==> config.mk <==
export PLATFORM = sky130hd
export DESIGN_NAME = lva_front
export DESIGN_NICKNAME = d
export VERILOG_FILES = /design/src/design/lva_pkg.sv /design/src/design/lva_front.sv
export SDC_FILE = /design/constraint.sdc
export NUM_CORES = 1
export LEC_CHECK = 0
export BUFFER_PORTS_ARGS = -buffer_cell sky130_fd_sc_hd__buf_2
export CAP_MARGIN = 15
export CORE_MARGIN = 2
export CORE_UTILIZATION = 50
export DETAILED_ROUTE_END_ITERATION = 8
export PLACE_DENSITY = 0.76
export SLEW_MARGIN = 10
export SYNTH_ARGS = -nofsm -noshare
export SYNTH_HDL_FRONTEND = slang
export SYNTH_SLANG_ARGS = --single-unit
==> constraint.sdc <==
create_clock -name clock -period 13.35 [get_ports clock]
set_input_delay 4.005 -clock clock [delete_from_list [all_inputs] [get_ports clock]]
set_output_delay 4.005 -clock clock [all_outputs]
set_load 0.01 [all_outputs]
==> src/design/lva_pkg.sv <==
`default_nettype none
package lva_pkg;

   localparam int unsigned FIFO_DEPTH = 2;
   localparam int unsigned PTR_W = $clog2(FIFO_DEPTH);
   localparam int unsigned CNT_W = $clog2(FIFO_DEPTH + 1);

   localparam logic [1:0] CSR_UP_X = 2'd0;
   localparam logic [1:0] CSR_UP_Y = 2'd1;
   localparam logic [1:0] CSR_UP_Z = 2'd2;

   localparam logic [31:0] UP_X_RESET = 32'h0000_0000;
   localparam logic [31:0] UP_Y_RESET = 32'h0001_0000;
   localparam logic [31:0] UP_Z_RESET = 32'h0000_0000;

   // eye point, direction target - eye, zero-direction flag
   typedef struct packed {
      logic [2:0][31:0] eye;
      logic [2:0][32:0] dir;
      logic             dzero;
   } job_type;

   // four rows of three entries, entry a in element 0
   typedef struct packed {
      logic [3:0][2:0][31:0] ent;
      logic                  degen;
   } mat_type;

endpackage
`default_nettype wire

==> src/design/lva_front.sv <==
`default_nettype none
module lva_front
   import lva_pkg::*;
(
   input  wire logic         clock,
   input  wire logic         reset,
   input  wire logic         req_tvalid,
   output logic              req_tready,
   input  wire logic [191:0] req_tdata,
   output logic              push,
   output job_type           push_data,
   input  wire logic         full
);

   logic    vld_ff, vld_in;
   job_type job_ff, job_in;
   logic    accept;
   logic signed [32:0] eye_s [3];
   logic signed [32:0] tgt_s [3];

   assign req_tready = !vld_ff || !full;
   assign accept     = req_tvalid && req_tready;
   assign push       = vld_ff;
   assign push_data  = job_ff;

   always_comb begin
      job_in = job_ff;
      vld_in = vld_ff;
      for (int i = 0; i < 3; i++) begin
         eye_s[i] = 33'(signed'(req_tdata[32*i +: 32]));
         tgt_s[i] = 33'(signed'(req_tdata[96 + 32*i +: 32]));
      end
      if (vld_ff && !full) begin
         vld_in = 1'b0;
      end
      if (accept) begin
         vld_in = 1'b1;
         for (int i = 0; i < 3; i++) begin
            job_in.eye[i] = req_tdata[32*i +: 32];
            job_in.dir[i] = tgt_s[i] - eye_s[i];
         end
         job_in.dzero = (eye_s[0] == tgt_s[0]) && (eye_s[1] == tgt_s[1])
                        && (eye_s[2] == tgt_s[2]);
      end
   end

   always_ff @(posedge clock) begin
      if (reset) begin
         vld_ff <= 1'b0;
      end else begin
         vld_ff <= vld_in;
      end
   end

   always_ff @(posedge clock) begin
      job_ff <= job_in;
   end

endmodule
`default_nettype wire

**Yosys cells after proc, flatten, opt, wreduce, memory -nomap -nowiden**

Index checks and enable logic that the tools add are counted.

- Flip-flop bits (word level): 197
- Bits in latches: 0
- Memory bits (writable): 0
- Memory bits (read-only): 0
- Bits of input ports: 196
- Output and inout bits: 198
- Word-level logic and storage cells: 24
- Memories: 0

- Add/sub/neg operators: 3
- Multipliers: 0
- Div/mod/pow operators: 0
- $lt $le $gt $ge: 0
- Equality and inequality tests: 3
- Shift-type cells: 0
- Mux-type cells: 2
- Bitwise operators: 0
- Reduce and logical (&&, ||, !) cells: 8

Operator list:

| kind | count |
|---|---|
| $sub A32 B32 Y33 | 3 |
| $eq A32 B32 Y1 | 3 |
| $logic_and A1 B1 Y1 | 4 |
| $logic_not A1 Y1 | 2 |
| $mux W1 | 2 |
| $reduce_bool A2 Y1 | 1 |
| $logic_or A1 B1 Y1 | 1 |

**Logic depth before layout (Yosys ltp)**

- Word-level depth: 4
- Mapped depth: 11

**Least setup slack after synthesis**

OpenSTA, ideal clock, no wires.

- Path type: input to register
- Start: in full
- End: reg job_ff (netlist bit push_data[0]) (enable)
- Library setup time: 0.582 ns
- Arrival time: 8.632 ns
- Data required time: 12.768 ns
- Setup slack: 4.136 ns
- Stages: 2
- Path buffers: 0
- Cells stage by stage: nand2_1 -> and2_1

- Cells in the longest elaborated chain, start to end: 3

Ends and longest elaborated chain:

| what | line | source |
|---|---|---|
| start, declared | lva_front.sv:12 | `input wire logic full` |
| $logic_not A1 Y1 | lva_front.sv:21 | `assign req_tready = !vld_ff \|\| !full;` |
| $logic_or A1 B1 Y1 | lva_front.sv:21 |  |
| $logic_and A1 B1 Y1 | lva_front.sv:22 | `assign accept = req_tvalid && req_tready;` |
| named net accept | lva_front.sv:17 | `logic accept;` |
| end signal, assigned | lva_front.sv:56 | `job_ff <= job_in;` |
| end, declared | lva_front.sv:16 | `job_type job_ff, job_in;` |

The timed path passes the listed nets, and every way through them passes these cells.
A chain may end at the register's enable or synchronous reset.

**Worst setup path in the final report**

- Start: in full
- End: out req_tready

- Cells in the longest elaborated chain, start to end: 2

Ends and longest elaborated chain:

| what | line | source |
|---|---|---|
| $logic_not A1 Y1 | lva_front.sv:21 |  |
| $logic_or A1 B1 Y1 | lva_front.sv:21 |  |
| end, declared | lva_front.sv:8 | `output logic req_tready,` |

Every way passes these cells.

==> results list <==
* Status: finished, final reports clean
* Final setup violation count: 0
- On the final layout, the worst clock skew is 0.0130 ns.
* First-pass GRT wire length: 46.8 mm
- Share of async-settable or async-resettable flops after synthesis: 0
- Chip Width: 156 um
- For this design, the CTS-stage hold fixing added 0 buffers.
* Normalized max-slew margin: 0.383
* Clock buffer count from CTS: 17
* Number of filler cells placed in the layout: 1872
- 1st-pass router iterations: 4
* Count of routing violations after the opening detailed-route iteration: 564
- The design draws 1.69 mW.
- Worst reg2reg path depth: 4
- Clock root cell: sky130_fd_sc_hd__clkbuf_16
- Of the cells placed in the final design, the portion with a size suffix greater than 1 is 0.299.
- Core area: 22600 um2
- For the worst setup path, the data required time is 9.34 ns.
* Number of vias per cell: 5.39
- Area of the multi-input gates: 5040 um2
* Commonest non-fill, non-tap cells in the layout: sky130_fd_sc_hd__buf_2 (393), sky130_fd_sc_hd__edfxtp_1 (196), sky130_fd_sc_hd__inv_1 (130), sky130_fd_sc_hd__ha_1 (96), sky130_fd_sc_hd__a21oi_1 (90)
- After synthesis, the mean cell area works out to 11.0 um2.
- In the routed design, unresolved DRC markers number 0.
- CP endpoint kind: output port
- Proportion of synthesized chip area in sequential cells: 0.514
* Setup slack after layout: 5.02 ns
* Top flip-flop cell by instance count after synthesis: sky130_fd_sc_hd__edfxtp_1
- The floorplan step set the die height to 156 um.
* Synth Area in Simple Gates: 0.103
- Static timing analysis puts the maximum clock frequency at 0.120 GHz.
* Adder-Cell Fraction of Synth Area: 0.110
- Netlist area before placement: 11500 um2
- After synthesis, the largest family of logic cells by area is compound AO/OA/AOI/OAI gates.
- The H-tree generated during clock tree synthesis spans 4 levels.
- Synth warnings: 0
* Worst slack, placed: 5.03 ns
* Cells after Synth: 1044
- Along the worst hold path, the cell count comes to 2.
- Pwr per Cell Area: 118 nW/um2
- Relative to the synthesized area, the layout overhead comes to 24.7%.
* Deepest clock path buffer count: 2
* IO Pins: 394
- Number of flops mapped to enable cells by yosys: 196
- The congestion estimate from routability-driven global placement came to 0.946.
- The die covers 24200 um2.
- For this design the static power due to leakage is 6.69 nW.
- Remaining number of nets flagged by the antenna check after routing: 0
- Global route overflow: 0
- Setup Crit Path Kind: input port to output port
* Setup repair after global routing missed its margin: no
- After clock tree synthesis, the setup repair step added 0 buffers.
- Sinks on Clock Net: 197
- Post-synthesis xor/xnor area fraction: 0.0609
* Placement row count: 55
- Clock tree from TritonCTS: built
- Max-cap violation count: 0
- Once detailed placement completed, the half-perimeter wirelength came to 24.8 mm.
- Starting Density: 0.508
- Via Count: 9404
- Clock-pin slew was measured on the worst setup and hold paths at 0.08 ns.
- Final hold viol count: 0
- In this run, distinct cell masters in the synthesized netlist total 67.
- The complex-gate fraction of the synthesized area was 0.164.
- Worst Setup Start Kind: input port
* Worst Tran Pin Value: 0.925 ns
- Final WL: 30.7 mm
- Post-route fraction of the period consumed by the critical path: 0.624
* Final nets: 1737
- Port bufs: 393
- Across every metal layer, demand over resource in global routing totals 0.250.
- The number of nets handed over by synthesis was 1339.
- Final sum of negative setup slack: 0 ns
- Largest vdd supply drop: 0.0745 mV
* Fraction of synthesized area in multiplexers: 0.000871
- Top fanout value on the critical path: 2
- For the worst-skew pair, the clock arrives at the later sink with an insertion delay of 0.43 ns.
- Antenna violations before repair: 6
- Synthesis inferred 197 register bits.
* Wire per inst: 17.6 um
- The via count of the first global-routing pass was 9018.
- Count of cells resized by post-cts repair: 0
* Largest net degree at the start of global routing: 71
- Final period demand of the worst path: 8.33 ns
- The tightest min-delay check is of the register to register type.
- Most frequent standard cell in the layout excluding fill and tap cells: sky130_fd_sc_hd__buf_2
- Summing all flip-flop and latch instances after layout gives 5910 um2.
* Final Max Tran Viols: 0
* Arrival time worst endpoint: 4.32 ns
[area by class of cell]
class / instances / share of cell area
repair buffers: 395 / 0.138
clock inverters: 13 / 0.00855
inverters: 130 / 0.0340
clock buffers: 18 / 0.0299
well taps: 285 / 0.0249
flip-flops and latches: 197 / 0.412
multi-input cells: 701 / 0.352
diodes: 5 / 0.000872
[final timing paths]
check | startpoint | endpoint | slack (ns)
setup / recovery | full | req_tready | 5.02
hold / removal | push$_SDFFE_PP0P_ | push$_SDFFE_PP0P_ | 0.51
setup reg to reg | push$_SDFFE_PP0P_ | push_data[135]$_DFFE_PP_ | 10.18
hold reg to reg | push$_SDFFE_PP0P_ | push$_SDFFE_PP0P_ | 0.51
[cells by family (layout without fill, tap and decap cells)]
kind of cell / Yosys count / count (layout)
compound gates: 289 / 289
xor+xnor: 80 / 80
fa+ha+maj: 99 / 99
buf+inv: 146 / 556
flops: 197 / 197
mux: 1 / 1
other cells: 0 / 5
simple gates: 232 / 232
[power breakdown]
part	internal, mW	leakage [nW]	total [mW]	switching [mW]
Sequential	0.761	1.90	0.776	0.0149
Clock	0.245	0.266	0.488	0.244
Combinational	0.176	4.52	0.424	0.248
Total	1.18	6.69	1.69	0.506
[layer usage]
metal / vias up / GRT usage / part of all wire
met3: 60 / 0.0578 / 0.076
met1: 4323 / 0.311 / 0.40
met4: 4 / 0.0926 / 0.032
met2: 383 / 0.425 / 0.49
li1: 4634 / - / -
met5: - / 0 / 0.00088
[synthesized netlist by cell type, drive strengths merged (6+ instances only)]
cell,count,area [um2]
o21ai,49,245
o31ai,8,60.1
nand2b,15,93.8
o21bai,14,105
nand4,22,138
a21o,48,360
clkbuf,15,56.3
nor2,57,214
nor2b,16,100
and3,11,68.8
ha,96,1200
xnor2,56,490
nand2,56,210
xor2,24,210
nand3,12,60.1
a211oi,7,57.6
nor3,14,70.1
o21a,10,75.1
edfxtp,196,5890
inv,130,488
a31oi,10,62.6
a21oi,90,450
and2,6,37.5
[through the flow]
| stage | area (um2) | instances | util | hold slack [ns] |
|---|---|---|---|---|
| 6_report | 14300 | 1744 | 0.633 | 0.513 |
| 2_1_floorplan | 11500 | 1044 | - | 0.537 |
| 4_1_cts | 14300 | 1739 | 0.633 | 0.512 |
| 3_5_place_dp | 13800 | 1708 | 0.609 | 0.492 |
| 3_3_place_gp | 13800 | 1708 | 0.609 | 0.489 |
| 5_1_grt | 14300 | 1742 | 0.633 | 0.535 |
[critical path, stage by stage]
cell	delay, ns
sky130_fd_sc_hd__buf_2	0.11
sky130_fd_sc_hd__nand2_1	0.08
sky130_fd_sc_hd__buf_2	0.13
[sequential cells by signal (all words and copies together), names as in the netlist]
signal     count
push_data    196
push           1
(Power assumes the default switching activity.)
