===== config.mk =====
export PLATFORM = sky130hd
export DESIGN_NAME = lva_emit
export DESIGN_NICKNAME = d
export VERILOG_FILES = /design/src/design/lva_pkg.sv /design/src/design/lva_emit.sv
export SDC_FILE = /design/constraint.sdc
export NUM_CORES = 1
export LEC_CHECK = 0
export ABC_CLOCK_PERIOD_IN_PS = 35700
export BUFFER_PORTS_ARGS = -buffer_cell sky130_fd_sc_hd__buf_2
export CAP_MARGIN = 15
export CORE_AREA = 2 2 191 193
export DETAILED_ROUTE_END_ITERATION = 10
export DIE_AREA = 0 0 193 195
export GPL_TIMING_DRIVEN = 0
export MAX_ROUTING_LAYER = met4
export PLACE_DENSITY = 0.66
export SYNTH_ARGS = -nofsm -noshare
export SYNTH_HDL_FRONTEND = slang
export SYNTH_SLANG_ARGS = --single-unit

===== constraint.sdc =====
create_clock -name clock -period 35.7 [get_ports clock]
set_input_delay 8.925 -clock clock [delete_from_list [all_inputs] [get_ports clock]]
set_output_delay 8.925 -clock clock [all_outputs]
set_load 0.005 [all_outputs]

===== src/design/lva_pkg.sv =====
`default_nettype none
package lva_pkg;

   localparam int unsigned FIFO_DEPTH = 2;
   localparam int unsigned PTR_W = $clog2(FIFO_DEPTH);
   localparam int unsigned CNT_W = $clog2(FIFO_DEPTH + 1);

   localparam logic [1:0] CSR_UP_X = 2'd0;
   localparam logic [1:0] CSR_UP_Y = 2'd1;
   localparam logic [1:0] CSR_UP_Z = 2'd2;

   localparam logic [31:0] UP_X_RESET = 32'h0000_0000;
   localparam logic [31:0] UP_Y_RESET = 32'h0001_0000;
   localparam logic [31:0] UP_Z_RESET = 32'h0000_0000;

   // eye point, direction target - eye, zero-direction flag
   typedef struct packed {
      logic [2:0][31:0] eye;
      logic [2:0][32:0] dir;
      logic             dzero;
   } job_type;

   // four rows of three entries, entry a in element 0
   typedef struct packed {
      logic [3:0][2:0][31:0] ent;
      logic                  degen;
   } mat_type;

endpackage
`default_nettype wire


===== src/design/lva_emit.sv =====
`default_nettype none
module lva_emit
   import lva_pkg::*;
(
   input  wire logic    clock,
   input  wire logic    reset,
   input  wire logic    mat_valid,
   output logic         mat_ready,
   input  wire mat_type mat,
   output logic         rsp_tvalid,
   input  wire logic    rsp_tready,
   output logic [95:0]  rsp_tdata,
   output logic [2:0]   rsp_tuser,
   output logic         rsp_tlast
);

   logic       full_ff, full_in;
   logic [1:0] row_ff, row_in;
   mat_type    mat_ff, mat_in;
   logic       fire;

   assign mat_ready  = !full_ff;
   assign rsp_tvalid = full_ff;
   assign rsp_tdata  = mat_ff.ent[row_ff];
   assign rsp_tuser  = {mat_ff.degen, row_ff};
   assign rsp_tlast  = (row_ff == 2'd3);
   assign fire       = rsp_tvalid && rsp_tready;

   always_comb begin
      full_in = full_ff;
      row_in  = row_ff;
      mat_in  = mat_ff;
      if (fire) begin
         row_in = row_ff + 1'b1;
         if (rsp_tlast) begin
            full_in = 1'b0;
         end
      end
      if (mat_valid && mat_ready) begin
         full_in = 1'b1;
         row_in  = 2'd0;
         mat_in  = mat;
      end
   end

   always_ff @(posedge clock) begin
      if (reset) begin
         full_ff <= 1'b0;
         row_ff  <= 2'd0;
      end else begin
         full_ff <= full_in;
         row_ff  <= row_in;
      end
   end

   always_ff @(posedge clock) begin
      mat_ff <= mat_in;
   end

   a_load_starts_row0: assert property (@(posedge clock) disable iff (reset)
      mat_valid && mat_ready |=> full_ff && row_ff == 2'd0)
      else $error("load did not start at row zero");

   a_last_frees: assert property (@(posedge clock) disable iff (reset)
      fire && rsp_tlast |=> !full_ff)
      else $error("buffer still full after last row");

   a_row_holds: assert property (@(posedge clock) disable iff (reset)
      rsp_tvalid && !rsp_tready |=> rsp_tvalid && $stable(row_ff))
      else $error("row moved while stalled");

endmodule
`default_nettype wire


; ---- Word-level counts from Yosys, hierarchy flattened
; Index checks and enable logic that the tools add are counted.
[word_totals]
ff_bits = 388
input_bits = 389
output_inout_bits = 102
wordCells = 30
[classes]
n_addsub = 1
order_cmp = 1
n_eq_ne = 1
mux = 5
n_reduce_logical = 7
[ops]
columns = operator, count
row1 = binary-select mux 96 bit (select 2 bit), 1
row2 = 2-to-1 mux 96 bit, 1
row3 = nonzero test 2 bit, 2
row4 = less-than comparator 2 x 3 -> 1 bit (second input constant), 1
row5 = 2-to-1 mux 1 bit, 3
row6 = adder 2 x 1 -> 2 bit (second input constant), 1
row7 = equality test 2 bit (second input constant), 1
row8 = logical AND 1 bit, 2
row9 = AND reduction 2 bit, 1
row10 = OR reduction 2 bit, 1
row11 = zero test 1 bit, 1

; ---- Depth between registers and ports, before layout
; Gate-level depths: netlist of run 1.
[logic_depth]
word_depth = 4
depth_mapped = 6
ltp_nobuf = 3

; ---- Worst setup path before layout of run 1
; No wires, ideal clock.
[synth_path]
path_kind = input to register
startpoint = in mat_valid
endpoint = reg mat_ff[100] in the netlist's numbering, enable pin
setup_time_ns = 1.177
t_arrival_ns = 25.451
required_time_ns = 34.523
path_slack_ns = 9.072
cell_stages = 1
cell_sequence = nor2b_1
[synth_between]
elab_chain_cells = 1
[synth_lines]
columns = element, line_no
row1 = from (decl), lva_emit.sv:7  ; input wire logic mat_valid,
row2 = logical AND 1 bit, lva_emit.sv:39  ; if (mat_valid && mat_ready) begin
row3 = to (signal assigned), lva_emit.sv:57  ; mat_ff <= mat_in;
row4 = to (decl), lva_emit.sv:19  ; mat_type mat_ff, mat_in;
; Every way passes these cells.
; A chain may end at the register's enable or synchronous reset.

; ---- Final worst setup path of run 1
[layout_path]
startpoint = reg row_ff[1]
endpoint = out rsp_tdata[54]
[layout_between]
elab_chain_cells = 2
[layout_lines]
columns = element, line_no
row1 = from (decl), lva_emit.sv:18  ; logic [1:0] row_ff, row_in;
row2 = from (signal assigned), lva_emit.sv:52  ; row_ff <= row_in;
row3 = binary-select mux 96 bit (select 2 bit), lva_emit.sv:24  ; assign rsp_tdata = mat_ff.ent[row_ff];
row4 = 2-to-1 mux 96 bit (implied by the code), lva_emit.sv:24
row5 = to (decl), lva_emit.sv:12  ; output logic [95:0] rsp_tdata,
; Every way passes these cells. The select of a mux whose other input is x is not followed.

==> results.sh, run 1 <==
export IMPL_worst_hold_path_type="flip-flop to flip-flop"
export IMPL_path_common_cell="sky130_fd_sc_hd__buf_2"
export IMPL_first_pass_iters=6
export IMPL_final_cells=1567
export IMPL_max_slew_worst_pin_slew_ns=0.919
export IMPL_overflow=0
export IMPL_timing_final_setup_violations=0
export IMPL_postRouteWirelength_mm=34.2
export IMPL_crit_required_ns=26.77
export IMPL_ys_seq_elements=388
export IMPL_cts_buffer_depth=3
export IMPL_finalWeightedCongestion=0.850
export IMPL_power_internal_mw=0.798
export IMPL_power_combinational_fraction=0.073
export IMPL_postSynthCellCount=520
export IMPL_avgSynthCellArea_um2=27.0
export IMPL_global_route_wire_length_before_repair_mm=48.6
export IMPL_cp_slowest_stage_delay_ns=0.73
export IMPL_p_per_area_mw_per_mm2=54.0
export IMPL_worst_endpoint_arrival_ns=2.55
export IMPL_initial_utilization=0.396
export IMPL_flow_area_growth_from_synthesis_pct=32.4
export IMPL_fraction_of_final_layout_cells_with_drive_strength_greater_than_1=0.609
export IMPL_hpwl_after_detailed_placement_mm=25.4
export IMPL_die_x_um=193
export IMPL_synth_distinct_cells=19
export IMPL_cts_tree="built"
export IMPL_dr_first_iter_drc_count=337
export IMPL_finalHoldViolations=0
export IMPL_timing_setup_tns_ns=0
export IMPL_cp_max_fo=10
export IMPL_die_area_mm2=0.0376
export IMPL_tritoncts_buffers=41
export IMPL_cts_htree_levels=2
export IMPL_max_cap_viol_count=0
export IMPL_port_buffers=490
export IMPL_post_cts_buffers=0
export IMPL_first_global_vias=8185
export IMPL_cts_reportedPaths_clkPinSlew_ns=0.06
export IMPL_final_common_cell="sky130_fd_sc_hd__buf_2"
export IMPL_synth_seq_area_share=0.828
export IMPL_multiInputGateArea_mm2=0.00225
export IMPL_mappedNetlistNets=910
export IMPL_residual_drc_count=0
export IMPL_post_cts_resize_count=0
export IMPL_critical_path_cell_chain="buf_2, clkbuf_1, mux4_2, buf_2"
export IMPL_totalPowerFinal_mw=1.00
export IMPL_core_area_mm2=0.0354
export IMPL_grt_use_total=0.185
export IMPL_area_of_placed_instances_mm2=0.0173
export IMPL_pwr_share_clk=0.391
export IMPL_pre_cts_slack_ns=24.53
export IMPL_share_of_total_power_in_sequential_cells=0.536
export IMPL_vias_per_cell=4.83
export IMPL_start_kind="flip-flop"
export IMPL_outcome="complete, no violations"
export IMPL_layout_worst_path_cycle_share=0.321
export IMPL_syn_cell_area_mm2=0.0140
export IMPL_final_hold_worst_slack_ns=0.684
export IMPL_clock_insertion_delay_worst_skew_ns=0.54
export IMPL_max_clock_freq_mhz=87.2
export IMPL_cts_sink_count=388
export IMPL_die_height_um=195
export IMPL_seq_area_mm2=0.0116
export IMPL_critPathKind="flip-flop to output port"
export IMPL_rows=69
export IMPL_grt_setup_unrepaired="false"
export IMPL_grt_start_max_net_pins=37
export IMPL_number_of_fill_cells=2868
export IMPL_timing_critical_path_slowest_stage_cell="sky130_fd_sc_hd__clkbuf_1"
export IMPL_final_cell_mix="sky130_fd_sc_hd__buf_2 (497), sky130_fd_sc_hd__edfxtp_1 (385), sky130_fd_sc_hd__mux4_2 (96)"
export IMPL_worst_setup_path_end_kind="output port"
export IMPL_yosys_warnings=0
export IMPL_p_leak_nw=6.97
export IMPL_floorplan_io_pins=491
export IMPL_setup_slack_ns=24.23
export IMPL_ant_nets=0
export IMPL_final_cell_area_mm2=0.0186
export IMPL_num_vias=7573
export IMPL_placed_cells_incl_taps=1483
export IMPL_wire_per_inst_um=21.8
export IMPL_clk_root_buffer_cell="sky130_fd_sc_hd__clkbuf_16"
export IMPL_slew_limit_headroom=0.387
export IMPL_layout_min_cycle_time_ns=11.47
export IMPL_final_setup_skew_ns=0.0130
export IMPL_number_of_antenna_violations_at_the_first_check_in_global_routing=10
export IMPL_slew_viol_final=0
export IMPL_finish_utilization=0.525
export IMPL_final_nets=1455
export IMPL_holdBufCountCts=0
export IMPL_ir_drop_worst_case_vdd_mv=0.0435
export IMPL_p_sw_mw=0.205
export IMPL_switching_share=0.204
## kinds of logic (layout without fill, tap and decap cells)
kind of cell | after synthesis | in the layout | synth area share
other | 0 | 10 | 0
adders and majority gates | 1 | 1 | 0.000891
muxes | 97 | 97 | 0.155
DFF | 388 | 388 | 0.828
and+or+nand+nor | 5 | 5 | 0.00178
AOI/OAI and AO/OA | 3 | 3 | 0.00160
xor gates and xnor gates | 1 | 1 | 0.000624
buffers and inverters | 25 | 601 | 0.0122
## path summary, 6_finish.rpt
kind	startpoint	endpoint	depth (start not counted)	slack [ns]
worst max-delay path	row_ff[1]	rsp_tdata[54]	4	24.23
worst min-delay path	row_ff[1]	row_ff[1]	3	0.68
worst max register to register	rsp_tvalid	mat_ff[14]	6	33.06
worst min register to register	row_ff[1]	row_ff[1]	3	0.68
## critical path, delay by kind of cell (launching register included)
| family | cells | cell delay, ns |
|---|---|---|
| buf+inv | 3 | 1.19 |
| flops | 1 | 0.35 |
| mux | 1 | 0.46 |
## flip-flops by register name, summed over array words and instances (netlist names)
| register | flops |
|---|---|
| mat_ff | 384 |
| row_ff | 2 |
| rsp_tvalid | 1 |
| rsp_tuser | 1 |
## power groups by stage
stage / Clock (mW) / Sequential, mW / Combinational (mW)
global route: 0.421 / 0.540 / 0.0795
floorplan: 0 / 0.561 / 0.0306
detailed placement: 0 / 0.547 / 0.0740
finish: 0.392 / 0.538 / 0.0731
CTS: 0.404 / 0.538 / 0.0745
global placement: 0 / 0.569 / 0.0681
## synth_stat cells
cell	number	area [um^2]
sky130_fd_sc_hd__ha_1	1	12.5
sky130_fd_sc_hd__buf_2	7	35.0
sky130_fd_sc_hd__nor3b_1	1	7.51
sky130_fd_sc_hd__a21oi_1	1	5.00
sky130_fd_sc_hd__edfxtp_1	385	11600
sky130_fd_sc_hd__nor2b_1	1	6.26
sky130_fd_sc_hd__xor2_1	1	8.76
sky130_fd_sc_hd__mux4_2	96	2160
sky130_fd_sc_hd__buf_8	1	15.0
sky130_fd_sc_hd__buf_12	1	20.0
sky130_fd_sc_hd__mux2i_1	1	10.0
sky130_fd_sc_hd__buf_6	2	22.5
sky130_fd_sc_hd__a32oi_1	1	8.76
sky130_fd_sc_hd__inv_1	1	3.75
sky130_fd_sc_hd__nor2_1	3	11.3
sky130_fd_sc_hd__dfxtp_1	3	60.1
sky130_fd_sc_hd__buf_4	7	52.6
sky130_fd_sc_hd__a311oi_1	1	8.76
sky130_fd_sc_hd__clkbuf_1	6	22.5
## layout make-up
cell class	count	share of cell area
flip-flops and latches	388	0.626
repair buffers	502	0.146
clock inverters	19	0.00788
clock buffers	55	0.0581
plain buffers	24	0.00903
inverters	1	0.000202
well taps	461	0.0311
multi-input cells	107	0.121
diodes	10	0.00135
## metal layers
metal	share of wire	vias up	global-route usage
met5	0	-	-
met4	0.025	0	0.0788
met3	0.087	44	0.0521
met2	0.52	323	0.306
met1	0.37	3838	0.209
li1	-	3368	-
Power figures use the tool's default switching activity.
==> run 2: changes to the inputs <==
--- a/config.mk
+++ b/config.mk
@@ -5,7 +5,7 @@
 export SDC_FILE = /design/constraint.sdc
 export NUM_CORES = 1
 export LEC_CHECK = 0
-export ABC_CLOCK_PERIOD_IN_PS = 35700
+export ABC_CLOCK_PERIOD_IN_PS = 11100
 export BUFFER_PORTS_ARGS = -buffer_cell sky130_fd_sc_hd__buf_2
 export CAP_MARGIN = 15
 export CORE_AREA = 2 2 191 193
==> constraint.sdc (replaced) <==
create_clock -name clock -period 11.1 [get_ports clock]
set_input_delay 2.775 -clock clock [delete_from_list [all_inputs] [get_ports clock]]
set_output_delay 2.775 -clock clock [all_outputs]
set_load 0.005 [all_outputs]
==> results.sh, run 2 (same netlist as run 1, synthesis figures left out) <==
export IMPL_overflow=0
export IMPL_final_setup_skew_ns=0.0247
export IMPL_timing_critical_path_slowest_stage_cell="sky130_fd_sc_hd__clkbuf_1"
export IMPL_final_common_cell="sky130_fd_sc_hd__buf_2"
export IMPL_layout_min_cycle_time_ns=5.24
export IMPL_cp_max_fo=10
export IMPL_dr_first_iter_drc_count=502
export IMPL_timing_setup_tns_ns=0
export IMPL_core_area_mm2=0.0354
export IMPL_p_leak_nw=6.99
export IMPL_global_route_wire_length_before_repair_mm=47.7
export IMPL_start_kind="flip-flop"
export IMPL_final_cell_area_mm2=0.0186
export IMPL_slew_limit_headroom=0.415
export IMPL_layout_worst_path_cycle_share=0.472
export IMPL_num_vias=7535
export IMPL_cts_buffer_depth=3
export IMPL_regToRegStartpoint="rsp_tvalid"
export IMPL_die_height_um=195
export IMPL_cp_slowest_stage_delay_ns=0.70
export IMPL_critical_path_cell_chain="buf_2, clkbuf_1, mux4_2, buf_2"
export IMPL_crit_required_ns=8.33
export IMPL_area_of_placed_instances_mm2=0.0173
export IMPL_finalWeightedCongestion=0.851
export IMPL_critPathKind="flip-flop to output port"
export IMPL_timing_final_setup_violations=0
export IMPL_cts_reportedPaths_clkPinSlew_ns=0.06
export IMPL_grt_setup_unrepaired="false"
export IMPL_holdCritStartpoint="row_ff[1]"
export IMPL_max_cap_viol_count=0
export IMPL_slew_viol_final=0
export IMPL_ant_nets=0
export IMPL_min_delay_path_depth=2
export IMPL_cts_sink_count=388
export IMPL_tritoncts_buffers=41
export IMPL_holdBufCountCts=0
export IMPL_max_ffs_per_register=384
export IMPL_path_common_cell="sky130_fd_sc_hd__buf_2"
export IMPL_clk_root_buffer_cell="sky130_fd_sc_hd__clkbuf_16"
export IMPL_port_buffers=490
export IMPL_cts_tree="built"
export IMPL_ir_drop_worst_case_vdd_mv=0.129
export IMPL_min_delay_worst_endpoint="rsp_tvalid"
export IMPL_grt_use_total=0.179
export IMPL_final_cells=1567
export IMPL_first_pass_iters=4
export IMPL_max_slew_worst_pin_slew_ns=0.877
export IMPL_worst_hold_path_type="flip-flop to flip-flop"
export IMPL_wire_per_inst_um=21.2
export IMPL_final_cell_mix="sky130_fd_sc_hd__buf_2 (497), sky130_fd_sc_hd__edfxtp_1 (385), sky130_fd_sc_hd__mux4_2 (96)"
export IMPL_first_global_vias=8162
export IMPL_finalHoldViolations=0
export IMPL_floorplan_io_pins=491
export IMPL_number_of_antenna_violations_at_the_first_check_in_global_routing=12
export IMPL_residual_drc_count=0
export IMPL_final_nets=1455
export IMPL_worst_setup_path_end_kind="output port"
export IMPL_p_per_area_mw_per_mm2=173
export IMPL_hpwl_after_detailed_placement_mm=25.0
export IMPL_max_clock_freq_mhz=191
export IMPL_outcome="complete, no violations"
export IMPL_die_area_mm2=0.0376
export IMPL_flow_area_growth_from_synthesis_pct=32.5
export IMPL_initial_utilization=0.396
export IMPL_top_regs="mat_ff: 384 flops, row_ff: 2 flops"
export IMPL_post_cts_resize_count=0
export IMPL_rr_worst_depth=7
export IMPL_cts_htree_levels=2
export IMPL_rows=69
export IMPL_worst_endpoint_arrival_ns=2.46
export IMPL_die_x_um=193
export IMPL_clock_insertion_delay_worst_skew_ns=0.54
export IMPL_grt_start_max_net_pins=39
export IMPL_worst_r2r_endpoint="mat_ff[215]"
export IMPL_placed_cells_incl_taps=1483
export IMPL_postRouteWirelength_mm=33.3
export IMPL_ff2ff_setup_slack_ns=8.38
export IMPL_post_cts_buffers=0
export IMPL_fraction_of_final_layout_cells_with_drive_strength_greater_than_1=0.615
export IMPL_top_reg_by_flops="mat_ff"
export IMPL_vias_per_cell=4.81
[run 2: cell type report]
cell class	instances	area [um^2]
Inverter	1	3.75
Multi-Input combinational cell	107	2250
Tap cell	461	577
Antenna cell	13	32.5
Clock buffer	50	1080
Fill cell	2875	16800
Clock inverter	21	141
Timing Repair Buffer	502	2720
Sequential cell	388	11600
Buffer	24	168
[run 2: worst max-delay path by stage]
stage / from / end / slack (ns) / cells past startpoint
after floorplan: mat_valid / mat_ff[100] / 2.14 / 1
after global placement: mat_valid / mat_ff[116] / -0.004 / 2
after detailed placement: mat_valid / mat_ff[118] / 6.02 / 7
after CTS: row_ff[1] / rsp_tdata[54] / 5.74 / 4
after global routing: row_ff[1] / rsp_tdata[54] / 5.74 / 4
final: row_ff[1] / rsp_tdata[54] / 5.86 / 4
[run 2: where the power goes]
group / internal [mW] / leakage, nW / switching (mW) / total (mW)
registers: 1.71 / 3.69 / 0.0197 / 1.73
clock network: 0.716 / 0.601 / 0.537 / 1.25
logic: 0.130 / 2.69 / 0.104 / 0.234
[run 2: stage by stage]
| stage | setup WS (ns) | hold slack, ns | power [mW] | utilization |
|---|---|---|---|---|
| final | 5.86 | 0.647 | 3.22 | 0.525 |
| after global routing | 5.74 | 0.687 | 3.33 | 0.525 |
| after CTS | 5.74 | 0.632 | 3.26 | 0.524 |
| after detailed placement | 6.02 | 0.630 | 2.00 | 0.490 |
| after global placement | -0.00405 | 0.635 | 2.00 | 0.482 |
| after floorplan | 2.14 | 0.635 | 1.87 | - |
[run 2: per-layer routing]
metal | vias up | global-route usage | share of wire
met5 | - | - | 0
met4 | 0 | 0.0831 | 0.033
met3 | 62 | 0.0530 | 0.091
met2 | 343 | 0.293 | 0.52
met1 | 3745 | 0.203 | 0.36
li1 | 3385 | - | -
[run 2: critical path: cells and delay by family, from the launching register on]
family / cells / cell delay, ns
DFF: 1 / 0.34
buffers and inverters: 3 / 1.15
muxes: 1 / 0.43
