==> src/design/lva_pkg.sv <==
`default_nettype none
package lva_pkg;

   localparam int unsigned FIFO_DEPTH = 2;
   localparam int unsigned PTR_W = $clog2(FIFO_DEPTH);
   localparam int unsigned CNT_W = $clog2(FIFO_DEPTH + 1);

   localparam logic [1:0] CSR_UP_X = 2'd0;
   localparam logic [1:0] CSR_UP_Y = 2'd1;
   localparam logic [1:0] CSR_UP_Z = 2'd2;

   localparam logic [31:0] UP_X_RESET = 32'h0000_0000;
   localparam logic [31:0] UP_Y_RESET = 32'h0001_0000;
   localparam logic [31:0] UP_Z_RESET = 32'h0000_0000;

   // eye point, direction target - eye, zero-direction flag
   typedef struct packed {
      logic [2:0][31:0] eye;
      logic [2:0][32:0] dir;
      logic             dzero;
   } job_type;

   // four rows of three entries, entry a in element 0
   typedef struct packed {
      logic [3:0][2:0][31:0] ent;
      logic                  degen;
   } mat_type;

endpackage
`default_nettype wire

==> src/design/lva_fifo.sv <==
`default_nettype none
module lva_fifo
   import lva_pkg::*;
(
   input  wire logic    clock,
   input  wire logic    reset,
   input  wire logic    push,
   input  wire job_type push_data,
   output logic         full,
   input  wire logic    pop,
   output logic         empty,
   output job_type      head
);

   job_type            mem_ff [FIFO_DEPTH];
   logic [PTR_W-1:0]   wr_ptr_ff, wr_ptr_in;
   logic [PTR_W-1:0]   rd_ptr_ff, rd_ptr_in;
   logic [CNT_W-1:0]   count_ff, count_in;
   logic               do_push, do_pop;

   assign full    = (count_ff == CNT_W'(FIFO_DEPTH));
   assign empty   = (count_ff == '0);
   assign head    = mem_ff[rd_ptr_ff];
   assign do_push = push && !full;
   assign do_pop  = pop && !empty;

   always_comb begin
      wr_ptr_in = wr_ptr_ff;
      rd_ptr_in = rd_ptr_ff;
      count_in  = count_ff;
      if (do_push) begin
         wr_ptr_in = (wr_ptr_ff == PTR_W'(FIFO_DEPTH - 1)) ? '0 : wr_ptr_ff + 1'b1;
      end
      if (do_pop) begin
         rd_ptr_in = (rd_ptr_ff == PTR_W'(FIFO_DEPTH - 1)) ? '0 : rd_ptr_ff + 1'b1;
      end
      if (do_push && !do_pop) begin
         count_in = count_ff + 1'b1;
      end else if (do_pop && !do_push) begin
         count_in = count_ff - 1'b1;
      end
   end

   always_ff @(posedge clock) begin
      if (reset) begin
         wr_ptr_ff <= '0;
         rd_ptr_ff <= '0;
         count_ff  <= '0;
      end else begin
         wr_ptr_ff <= wr_ptr_in;
         rd_ptr_ff <= rd_ptr_in;
         count_ff  <= count_in;
      end
   end

   always_ff @(posedge clock) begin
      if (do_push) begin
         mem_ff[wr_ptr_ff] <= push_data;
      end
   end

endmodule
`default_nettype wire

==> config.mk <==
export PLATFORM = sky130hd
export DESIGN_NAME = lva_fifo
export DESIGN_NICKNAME = d
export VERILOG_FILES = /design/src/design/lva_pkg.sv /design/src/design/lva_fifo.sv
export SDC_FILE = /design/constraint.sdc
export NUM_CORES = 1
export LEC_CHECK = 0
export ABC_AREA = 1
export BUFFER_PORTS_ARGS = -buffer_cell sky130_fd_sc_hd__buf_2
export CAP_MARGIN = 20
export CELL_PAD_IN_SITES_DETAIL_PLACEMENT = 0
export CELL_PAD_IN_SITES_GLOBAL_PLACEMENT = 1
export CORE_ASPECT_RATIO = 0.75
export CORE_MARGIN = 2
export CORE_UTILIZATION = 30
export CTS_BUF_LIST = sky130_fd_sc_hd__clkbuf_16
export DETAILED_ROUTE_END_ITERATION = 7
export PLACE_DENSITY = 0.6
export SETUP_SLACK_MARGIN = 0.5
export SYNTH_ARGS = -nofsm -noshare
export SYNTH_HDL_FRONTEND = slang
export SYNTH_SLANG_ARGS = --single-unit
==> constraint.sdc <==
create_clock -name clock -period 13.9 [get_ports clock]
set_input_delay 2.78 -clock clock [delete_from_list [all_inputs] [get_ports clock]]
set_output_delay 2.78 -clock clock [all_outputs]
set_load 0.1 [all_outputs]
Word level (Yosys, flattened, before mapping):

Memory sizes are Yosys's and may differ from the RTL's. A register that Yosys moved wholly into a read port is not among the register bits.
Index checks and enable logic that the tools add are counted.

* flip-flop bits (word level): 4
* bits in writable memories: 392
* bits of input ports: 200
* output and inout bits: 198
* memories kept: 1

* add/subtract/negate cells: 4
* equal/unequal tests: 1
* muxes and demuxes: 8
* reduce and logical (&&, ||, !) cells: 10

Memory list
* mem_ff: depth 2, width 196, read ports 1, clocked after Yosys merged registers in 1, write ports 1, RTL line lva_fifo.sv:15 `job_type mem_ff [FIFO_DEPTH];`

Operators by type and width (count)
* $mux W1: 6
* $logic_and A1 B1 Y1: 4
* $logic_not A1 Y1: 4
* $mux W2: 2
* $add A1 B1 Y1 const B: 2
* $add A2 B1 Y2 const B: 1
* $eq A2 B2 Y1 const B: 1
* $logic_not A2 Y1: 1
* $reduce_bool A2 Y1: 1
* $sub A2 B1 Y2 const B: 1

Depth between registers and ports, before layout:

Gate-level depths: netlist (run 1).

* depth in word-level cells: 7
* depth in mapped cells: 10
* mapped depth without buffers: 10

Least setup slack after synthesis (run 1):

OpenSTA, ideal clock, no wires.

* path type: input to register
* from: input push
* to: memory mem_ff[0][0] (netlist bit), enable pin
* setup time: 756 ps
* arrival: 11061 ps
* data required time: 13144 ps
* path slack: 2083 ps
* stages: 2
* buffers on the path: 0
* path through: o21ai_0 -> nor2_1

* longest elaborated chain between the ends: 3

RTL lines
* from (decl): RTL line lva_fifo.sv:7 `input wire logic push,`
* $logic_and A1 B1 Y1: RTL line lva_fifo.sv:24 `assign do_push = push && !full;`
* $mux W1: RTL line lva_fifo.sv:57 `if (do_push) begin`
* $mux W1 (not written as such): RTL line lva_fifo.sv:58 `mem_ff[wr_ptr_ff] <= push_data;`
* to (decl): RTL line lva_fifo.sv:15

No other way between the ends.

==> metrics.md, run 1 <==
| Metric | Value |
|---|---|
| Critical path fanouts, max | `between 50 and 60` |
| Core utilization of the finished layout | `38.5%` |
| Hold violation count in the final report | `0` |
| Category of the critical setup timing path | `reg -> out` |
| Largest voltage drop on the vdd net | `roughly 0.14 mV` |
| Count of standard-cell rows | `70` |
| Routed Wire Length | `31.9 mm` |
| Antenna violations before repair | `6` |
| Root Buffer | `sky130_fd_sc_hd__clkbuf_16` |
| Area growth from synthesis to layout | `26.1%` |
| Post-DRT Antenna Nets | `0` |
| Seq cells post-synth | `between 300 and 400` |
| Layout cell share with drive strength beyond 1 | `59.7%` |
| Insertion delay of the later-clocked pin in the worst-skew pair | `around 0.55 ns` |
| Height of the die | `approximately 200 µm` |
| First DRT Iteration DRCs | `363` |
| Total core area | `between 40000 and 50000 µm²` |
| Number of maximum-capacitance constraint violations | `0` |
| Initial core utilization | `30.6%` |
| Run status | `complete, no violations` |
| Number of warnings printed during yosys synthesis | `0` |
| Post-CTS Hold Buffers | `0` |
| Sequential-to-total area share from yosys stat | `around four fifths` |
| DRC viols | `0` |
| Final HPWL from detailed placement | `21.2 mm` |
| Synthesized instance count | `between 600 and 700` |
| X dimension of the die | `roughly 260 µm` |
| Worst hold path class | `reg -> reg` |
| Final-stage net count | `approximately 1300` |
| Routed vias | `between 7000 and 8000` |
| Total leakage power | `a little over 7 nW` |
| # setup viols final | `0` |
| Setup clock skew after layout | `0.0132 ns` |
| Clock period minus final worst setup slack | `around 6.5 ns` |
| CP endpoint kind | `output port` |
| Clock Sinks | `a little under 400` |
| H-Tree Level Count | `2` |
| Number of input and output port buffers inserted | `~400` |
| Die Footprint | `roughly 52000 µm²` |
| Average footprint of a synthesized cell | `approximately 23 µm²` |
| I/O pin count | `398` |
| Crit share post-route | `a little under half` |
| Relative slew margins | `between 20% and 30%` |
| Number of global-route vias before repair | `roughly 7600` |
| Transition time of the tightest slew-check pin | `1.09 ns` |
| Detailed-router iteration count before antenna repair | `4` |
| Total CTS buffers | `42` |
| Total of cells resized after clock tree synthesis | `0` |
| Summed instance area of the synthesized netlist | `about 15000 µm²` |
| Clk slew on worst S/H paths | `approximately 0.06 ns` |
| Fmax | `approximately 0.15 GHz` |
| Via-to-Cell Ratio | `roughly 4.2` |
| Clk buf depth | `3` |
| Startpoint class of the critical path | `register` |
| Placer's final routability congestion estimate | `0.733` |
| Max-slew violation count | `0` |
| Total congestion overflow after global routing | `0` |
| Pin count of the biggest net entering global routing | `166` |
| Setup repair after global routing missed its margin | `no` |
| GRT Util Overall | `between 10% and 20%` |
| Post-CTS Repair Setup Buffers | `0` |
| Syn nets | `roughly 850` |
| Critical path arrival | `between 3 and 4 ns` |
| CTS tree | `done` |
| First-pass GRT wire length | `between 40 and 50 mm` |
| Wire length per cell after detailed routing | `approximately 18 µm` |
| Total power per unit cell area | `~240 nW/µm²` |
| Final TNS setup | `0 ns` |
| Number of distinct library cells after synthesis | `15` |
| Data required time of the worst path | `around 11 ns` |
==> worst max-delay path, stage by stage, from the launching register on <==
cell                      delay, ns
sky130_fd_sc_hd__dfxtp_4       0.82
sky130_fd_sc_hd__buf_4         0.74
sky130_fd_sc_hd__buf_4         0.81
sky130_fd_sc_hd__mux2_2        0.31
sky130_fd_sc_hd__buf_2         0.42
==> layout by cell type (no fill, tap or decap) <==
cell / count
sky130_fd_sc_hd__a21oi_1: 1
sky130_fd_sc_hd__and2_1: 1
sky130_fd_sc_hd__buf_12: 1
sky130_fd_sc_hd__buf_2: 397
sky130_fd_sc_hd__buf_4: 6
sky130_fd_sc_hd__clkbuf_16: 43
sky130_fd_sc_hd__clkinv_1: 11
sky130_fd_sc_hd__clkinv_2: 8
sky130_fd_sc_hd__clkinv_4: 2
sky130_fd_sc_hd__clkinvlp_4: 1
sky130_fd_sc_hd__dfxtp_1: 4
sky130_fd_sc_hd__dfxtp_4: 1
sky130_fd_sc_hd__diode_2: 1
sky130_fd_sc_hd__edfxtp_1: 392
sky130_fd_sc_hd__ha_1: 1
sky130_fd_sc_hd__inv_1: 18
sky130_fd_sc_hd__inv_6: 3
sky130_fd_sc_hd__mux2_2: 56
sky130_fd_sc_hd__mux2_4: 140
sky130_fd_sc_hd__nand2_1: 4
sky130_fd_sc_hd__nand3_1: 1
sky130_fd_sc_hd__nand4_1: 1
sky130_fd_sc_hd__nor2_1: 7
sky130_fd_sc_hd__nor2_4: 2
sky130_fd_sc_hd__o21ai_0: 5
==> metrics by stage <==
step	setup WS, ns	cell area, µm²	power [mW]	std cells	hold WS [ns]
final	7.38	18900	4.49	1755	0.545
after CTS	7.22	18900	4.55	1754	0.546
after global placement	7.86	17600	3.52	1677	0.525
after floorplan	2.08	15000	3.32	647	0.476
after detailed placement	7.81	17600	3.53	1677	0.538
after global routing	7.12	18900	4.65	1754	0.581
==> cells by family (layout without fill, tap and decap cells) <==
logic type / count (synthesis) / after routing / share of synthesized area (%)
adders and majority gates: 1 / 1 / 0.0836
DFF: 397 / 397 / 79.3
AOI/OAI and AO/OA: 6 / 6 / 0.201
muxes: 196 / 196 / 18.3
and+or+nand+nor: 16 / 16 / 0.443
buffers and inverters: 31 / 490 / 1.67
other: 0 / 1 / 0
==> synth_stat cells (all sizes together) <==
master,n,area share [%]
nand4,1,0.042
mux2,196,18
a21oi,1,0.033
and2,1,0.042
ha,1,0.084
inv,9,0.23
buf,22,1.4
nand3,1,0.033
dfxtp,5,0.67
o21ai,5,0.17
edfxtp,392,79
nand2,4,0.10
nor2,9,0.23
==> worst paths after layout <==
kind                                          startpoint                        to  slack [ns]  cells after the start
worst min register to register    wr_ptr_ff$_SDFFE_PP0P_    wr_ptr_ff$_SDFFE_PP0P_        0.55                      2
worst min-delay path              wr_ptr_ff$_SDFFE_PP0P_    wr_ptr_ff$_SDFFE_PP0P_        0.55                      2
worst max register to register  count_ff[0]$_SDFFE_PP0P_  mem_ff[0][120]$_DFFE_PP_       10.37                      4
worst max-delay path                            register                 head[181]        7.38                      4
==> routing by layer <==
metal,vias up,global-route usage (%),share of wire (%)
li1,3419,-,-
met1,3668,14.7,42
met2,255,19.0,47
met3,64,4.30,8.7
met4,6,3.77,2.2
met5,-,0,0.088
==> layout make-up <==
cell class | instances | area, µm²
diodes | 1 | 2.50
clock buffers | 43 | 1080
clock inverters | 34 | 166
fillers | 4537 | 30100
inverters | 9 | 33.8
multi-input cells | 219 | 2860
flip-flops and latches | 397 | 11900
well taps | 648 | 811
repair buffers | 404 | 2050
==> sequential cells by signal, indices dropped and copies added (netlist names), named ones only <==
name       count
mem_ff       392
wr_ptr_ff      1
count_ff       2
rd_ptr_ff      1
==> where the power goes <==
part | leakage, nW | internal, mW | switching, mW
registers | 3.70 | 1.52 | 0.0568
clock network | 0.648 | 0.562 | 0.445
logic | 2.90 | 0.378 | 1.53
No activity file was read; power rests on OpenSTA's default activity.
==> inputs of run 2 (changes only) <==
--- a/config.mk
+++ b/config.mk
@@ -15,7 +15,7 @@
 export CORE_UTILIZATION = 30
 export CTS_BUF_LIST = sky130_fd_sc_hd__clkbuf_16
 export DETAILED_ROUTE_END_ITERATION = 7
-export PLACE_DENSITY = 0.6
+export PLACE_DENSITY = 0.62
 export SETUP_SLACK_MARGIN = 0.5
 export SYNTH_ARGS = -nofsm -noshare
 export SYNTH_HDL_FRONTEND = slang
==> constraint.sdc (replaced) <==
create_clock -name clock -period 6 [get_ports clock]
set_input_delay 1.2 -clock clock [delete_from_list [all_inputs] [get_ports clock]]
set_output_delay 1.2 -clock clock [all_outputs]
set_load 0.1 [all_outputs]
==> run 2 against run 1 <==
Compared with the run above: count of clock-buffer cells in the layout is 2 lower; worst hold slack worse by 0.0075 ns; core utilization rose by 0.19 points; register-to-register slack lost 6.8 ns; flip-flop and latch count unchanged; sequential share of layout area fell by 0.30 points; critical path type unchanged.
==> metrics.md, run 2 (synthesis results as in run 1) <==
| Metric | Value |
|---|---|
| Run status | `complete, no violations` |
| Post-CTS Repair Setup Buffers | `0` |
| Worst reg2reg endpoint | `mem_ff[0][109]$_DFFE_PP_` |
| Die Footprint | `slightly above 50000 µm²` |
| Clk slew on worst S/H paths | `~0.06 ns` |
| Number of cells on the worst hold path | `2` |
| Final HPWL from detailed placement | `just over 20 mm` |
| Insertion delay of the later-clocked pin in the worst-skew pair | `around 0.54 ns` |
| Clk buf depth | `3` |
| Total of cells resized after clock tree synthesis | `0` |
| Post-DRT Antenna Nets | `0` |
| Depth of the most critical reg-to-reg path | `4` |
| Pin count of the biggest net entering global routing | `~110` |
| DRC viols | `0` |
| Area after detailed placement | `~18000 µm²` |
| Post-CTS Hold Buffers | `0` |
| Number of flip-flops in the largest register | `~400` |
| Transition time of the tightest slew-check pin | `0.835 ns` |
| First-pass GRT wire length | `roughly 45 mm` |
| Placer's final routability congestion estimate | `slightly above 0.7` |
| First DRT Iteration DRCs | `365` |
| GRT Util Overall | `about an eighth` |
| Detailed-router iteration count before antenna repair | `4` |
| Number of maximum-capacitance constraint violations | `0` |
| Critical hold path startpoint | `wr_ptr_ff$_SDFFE_PP0P_` |
| Clock Sinks | `slightly below 400` |
| Most common cell after layout, fill and taps aside | `sky130_fd_sc_hd__buf_2` |
| Total CTS buffers | `41` |
| Root Buffer | `sky130_fd_sc_hd__clkbuf_16` |
| Data required time of the worst path | `roughly 4.8 ns` |
| Hold violation count in the final report | `0` |
| Largest voltage drop on the vdd net | `approximately 0.29 mV` |
| Crit share post-route | `a little over three fifths` |
| Number of global-route vias before repair | `roughly 7600` |
| Area growth from synthesis to layout | `26.7%` |
| Capture endpoint of the worst hold path | `wr_ptr_ff$_SDFFE_PP0P_` |
| Leading registers by flop count | `mem_ff (392), count_ff (2)` |
| Antenna violations before repair | `5` |
| Initial core utilization | `30.6%` |
| Routed Wire Length | `31.3 mm` |
| Total power per unit cell area | `550 nW/µm²` |
| Fmax | `~0.27 GHz` |
| Count of standard-cell rows | `70` |
| Non-filler instance count after layout | `around 1800` |
| # setup viols final | `0` |
| Layout Cell Area excl Fill | `between 15000 and 20000 µm²` |
| Register ranked first by flip-flop count | `mem_ff` |
| X dimension of the die | `between 200 and 300 µm` |
| # placed instances | `approximately 1700` |
| Wire length per cell after detailed routing | `17.8 µm` |
| Flop2flop setup slack | `between 3 and 4 ns` |
| Relative slew margins | `between 40% and 50%` |
| Critical path arrival | `roughly 2.6 ns` |
| Clock period minus final worst setup slack | `approximately 3.7 ns` |
| Total leakage power | `approximately 7.3 nW` |
| Startpoint class of the critical path | `register` |
| Number of input and output port buffers inserted | `about 400` |
| Layout cell share with drive strength beyond 1 | `59.7%` |
| H-Tree Level Count | `2` |
| CTS tree | `done` |
| Height of the die | `~200 µm` |
| Worst setup slack after layout | `between 2 and 2.5 ns` |
| Final TNS setup | `0 ns` |
| Routed vias | `7383` |
| I/O pin count | `slightly below 400` |
| Critical R2R Launch | `count_ff[0]$_SDFFE_PP0P_` |
| Via-to-Cell Ratio | `4.21` |
| Total core area | `a little under 50000 µm²` |
| Top library cells by usage in the layout, fill and taps aside | `397 x sky130_fd_sc_hd__buf_2, 392 x sky130_fd_sc_hd__edfxtp_1, 140 x sky130_fd_sc_hd__mux2_4` |
| CP endpoint kind | `output port` |
| Place WS | `~2.7 ns` |
| Max-slew violation count | `0` |
| Setup repair after global routing missed its margin | `no` |
| Hold slack | `between 0.5 and 0.6 ns` |
| Setup clock skew after layout | `0.0210 ns` |
| Total congestion overflow after global routing | `0` |
| Design Power | `roughly 10 mW` |
| Final-stage net count | `about 1300` |
| Critical path fanouts, max | `37` |
| Core utilization of the finished layout | `between 30% and 40%` |
| Category of the critical setup timing path | `reg -> out` |
| Worst hold path class | `reg -> reg` |
-- run 2: cell types whose count changed in the layout (fill, tap and decap cells not counted), moves of 2 or more --
cell,change
sky130_fd_sc_hd__clkinv_1,-6
sky130_fd_sc_hd__buf_12,+5
sky130_fd_sc_hd__inv_1,+4
sky130_fd_sc_hd__bufinv_16,+3
sky130_fd_sc_hd__diode_2,+3
sky130_fd_sc_hd__inv_6,-3
sky130_fd_sc_hd__buf_4,-2
sky130_fd_sc_hd__clkbuf_16,-2
sky130_fd_sc_hd__clkinv_2,-2
sky130_fd_sc_hd__clkinv_4,-2
-- run 2: cell type report --
class | instances | area [µm²]
diodes | 4 | 10.0
repair buffers | 408 | 2160
flip-flops and latches | 397 | 11900
fillers | 4560 | 30000
clock inverters | 27 | 188
multi-input cells | 219 | 2860
well taps | 648 | 811
clock buffers | 41 | 1030
inverters | 9 | 33.8
-- run 2: how the worst max path moves through the flow --
stage,startpoint,endpoint,slack (ns),depth (start not counted)
6_report,register,head[8],2.25,4
3_3_place_gp,register,head[34],2.50,3
3_5_place_dp,push,mem_ff[0][46]$_DFFE_PP_,2.67,5
5_1_grt,register,head[8],2.11,4
4_1_cts,register,head[8],2.13,4
2_1_floorplan,push,mem_ff[0][0]$_DFFE_PP_,-0.96,2
-- run 2: routing by layer --
metal | vias to the layer above | GRT usage [%] | wire (µm) | share of wire (%)
met2 | 269 | 17.9 | 14000 | 45
met5 | - | 0 | 18 | 0.058
met3 | 53 | 4.32 | 3030 | 9.7
met1 | 3632 | 15.2 | 13600 | 43
li1 | 3425 | - | - | -
met4 | 4 | 3.79 | 580 | 1.9
-- run 2: critical path, cell delays in order (launching register included) --
cell and delay, ns:
sky130_fd_sc_hd__dfxtp_4 0.69, sky130_fd_sc_hd__buf_16 0.31, sky130_fd_sc_hd__buf_4 0.30, sky130_fd_sc_hd__mux2_2 0.38
sky130_fd_sc_hd__buf_2 0.30
-- run 2: power breakdown --
group / leakage, nW / internal [mW] / switching (mW)
registers: 3.70 / 3.51 / 0.113
logic: 2.95 / 0.901 / 3.57
clock network: 0.648 / 1.36 / 0.975
==> inputs of run 3 (changes only) <==
==> constraint.sdc (replaced) <==
create_clock -name clock -period 3.1 [get_ports clock]
set_input_delay 0.62 -clock clock [delete_from_list [all_inputs] [get_ports clock]]
set_output_delay 0.62 -clock clock [all_outputs]
set_load 0.1 [all_outputs]
==> run 3 against run 2 <==
Compared with the run above: flip-flop and latch count is the same; via count grew 2.0%; worst hold slack lost 0.29 ns; first-iteration DRC count grew 7.1%; combinational power grew 120%; wire length grew 5.8%; register-to-register slack lost 2.3 ns; non-clock buffer count grew 23; die area is the same; critical endpoint is now head[119]; highest routed layer unchanged.
==> metrics.md, run 3 (synthesis results as in run 1) <==
| Metric | Value |
|---|---|
| Run status | `complete, no violations` |
| DRC viols | `0` |
| Number of cells on the worst hold path | `1` |
| # setup viols final | `0` |
| X dimension of the die | `between 200 and 300 µm` |
| Number of global-route vias before repair | `about 7800` |
| Leading registers by flop count | `mem_ff (392), count_ff (2)` |
| Wire length per cell after detailed routing | `approximately 19 µm` |
| Area growth from synthesis to layout | `36.1%` |
| Max-slew violation count | `0` |
| Die Footprint | `51700 µm²` |
| Critical path arrival | `a little under 2 ns` |
| Clock Sinks | `397` |
| CTS tree | `done` |
| Number of input and output port buffers inserted | `397` |
| Via-to-Cell Ratio | `4.22` |
| Number of flip-flops in the largest register | `392` |
| Transition time of the tightest slew-check pin | `around 0.75 ns` |
| Final HPWL from detailed placement | `21.1 mm` |
| Clock period minus final worst setup slack | `2.57 ns` |
| Startpoint class of the critical path | `register` |
| Height of the die | `just under 200 µm` |
| First DRT Iteration DRCs | `roughly 400` |
| Worst hold path class | `in -> reg` |
| Initial core utilization | `approximately 30%` |
| CP endpoint kind | `output port` |
| Total CTS buffers | `41` |
| Clk buf depth | `3` |
| FILL cells | `around 4400` |
| Total leakage power | `7.83 nW` |
| Crit share post-route | `between 80 and 90%` |
| Worst reg2reg endpoint | `mem_ff[0][85]$_DFFE_PP_` |
| Final-stage net count | `1300` |
| Routed Wire Length | `33.1 mm` |
| Detailed-router iteration count before antenna repair | `4` |
| Antenna violations before repair | `7` |
| Category of the critical setup timing path | `reg -> out` |
| Flop2flop setup slack | `1.29 ns` |
| Critical path fanouts, max | `7` |
| Top library cells by usage in the layout, fill and taps aside | `392 x sky130_fd_sc_hd__edfxtp_1, 234 x sky130_fd_sc_hd__buf_2, 140 x sky130_fd_sc_hd__mux2_4` |
| Design Power | `21.4 mW` |
| Layout cell share with drive strength beyond 1 | `60.3%` |
| Post-DRT Antenna Nets | `0` |
| Relative slew margins | `~50%` |
| Register ranked first by flip-flop count | `mem_ff` |
| Pin count of the biggest net entering global routing | `about 120` |
| Count of standard-cell rows | `70` |
| I/O pin count | `just under 400` |
| Root Buffer | `sky130_fd_sc_hd__clkbuf_16` |
| First-pass GRT wire length | `46.9 mm` |
| Critical hold path startpoint | `push_data[172]` |
| Data required time of the worst path | `around 2.5 ns` |
| Setup clock skew after layout | `about 0.026 ns` |
| Number of maximum-capacitance constraint violations | `0` |
| Capture endpoint of the worst hold path | `mem_ff[0][172]$_DFFE_PP_` |
| Placer's final routability congestion estimate | `0.722` |
| Depth of the most critical reg-to-reg path | `3` |
| Most common cell after layout, fill and taps aside | `sky130_fd_sc_hd__edfxtp_1` |
| H-Tree Level Count | `2` |
| Clk slew on worst S/H paths | `about 0.070 ns` |
| Setup repair after global routing missed its margin | `yes` |
| Insertion delay of the later-clocked pin in the worst-skew pair | `about 0.56 ns` |
| Total core area | `49000 µm²` |
| Total power per unit cell area | `roughly 1100 nW/µm²` |
| Critical R2R Launch | `count_ff[0]$_SDFFE_PP0P_` |
| Layout Cell Area excl Fill | `20400 µm²` |
| Fmax | `approximately 0.39 GHz` |
| Largest voltage drop on the vdd net | `between 0.7 and 0.8 mV` |
| Routed vias | `7530` |
| Hold violation count in the final report | `0` |
| Area after detailed placement | `18200 µm²` |
| Total congestion overflow after global routing | `0` |
| GRT Util Overall | `12.1%` |
[run 3: cell count changes in the layout (fill, tap and decap cells not counted), sizes merged]
cell | before | now
bufinv | 3 | 1
clkinv | 11 | 16
inv | 22 | 25
clkinvlp | 0 | 1
clkbuf | 41 | 57
diode | 4 | 6
buf | 408 | 415
[run 3: cell type report]
type	instances	area [µm²]	share of cell area, %
clock inverter	34	179	0.878
tap	648	811	3.98
sequential	397	11900	58.3
clock buffer	41	1030	5.04
timing repair buffer	431	3560	17.5
multi-input combinational	219	2870	14.1
antenna	6	15.0	0.0737
inverter	9	33.8	0.166
[run 3: stage by stage]
stage	hold WS, ns	util (%)	std cells	setup TNS [ns]	setup slack [ns]
2_1_floorplan	0.511	-	647	-359.95	-0.927
3_3_place_gp	0.523	37.2	1689	0	0.812
3_5_place_dp	0.527	37.2	1689	0	0.809
4_1_cts	0.198	40.9	1776	0	0.447
5_1_grt	0.201	41.6	1780	0	0.436
6_report	0.249	41.6	1785	0	0.530
[run 3: how the worst max path moves through the flow]
stage,from,endpoint
after global placement,register,head[88]
after detailed placement,register,head[88]
after floorplan,push,mem_ff[0][0]$_DFFE_PP_
final,register,head[119]
after global routing,register,head[189]
after CTS,register,head[17]
[run 3: worst max-delay path: stages, from the launching register on]
cell	delay, ns
sky130_fd_sc_hd__dfxtp_4	0.39
sky130_fd_sc_hd__buf_12	0.14
sky130_fd_sc_hd__buf_16	0.15
sky130_fd_sc_hd__buf_6	0.12
sky130_fd_sc_hd__buf_6	0.11
sky130_fd_sc_hd__mux2_4	0.30
sky130_fd_sc_hd__buf_12	0.17
[run 3: timing repair]
action,in CTS,in global routing
gates resized for setup,154,91
hold endpoints to repair,0,0
setup endpoints to repair,184,123
hold buffers,0,0
cloned,4,3
setup buffers,8,0
[run 3: power by group]
group          internal (mW)  switching [mW]  leakage (nW)
sequential              6.79           0.176          3.70
combinational           2.78            7.21          3.49
clock                   2.49            1.98         0.643
total                   12.0            9.36          7.83
[run 3: metal layers]
metal,up-vias,GRT usage [%],wire (µm)
li1,3490,-,-
met1,3730,14.9,13600
met3,56,4.61,2930
met4,6,4.02,674
met5,-,0,41
met2,248,19.6,15800
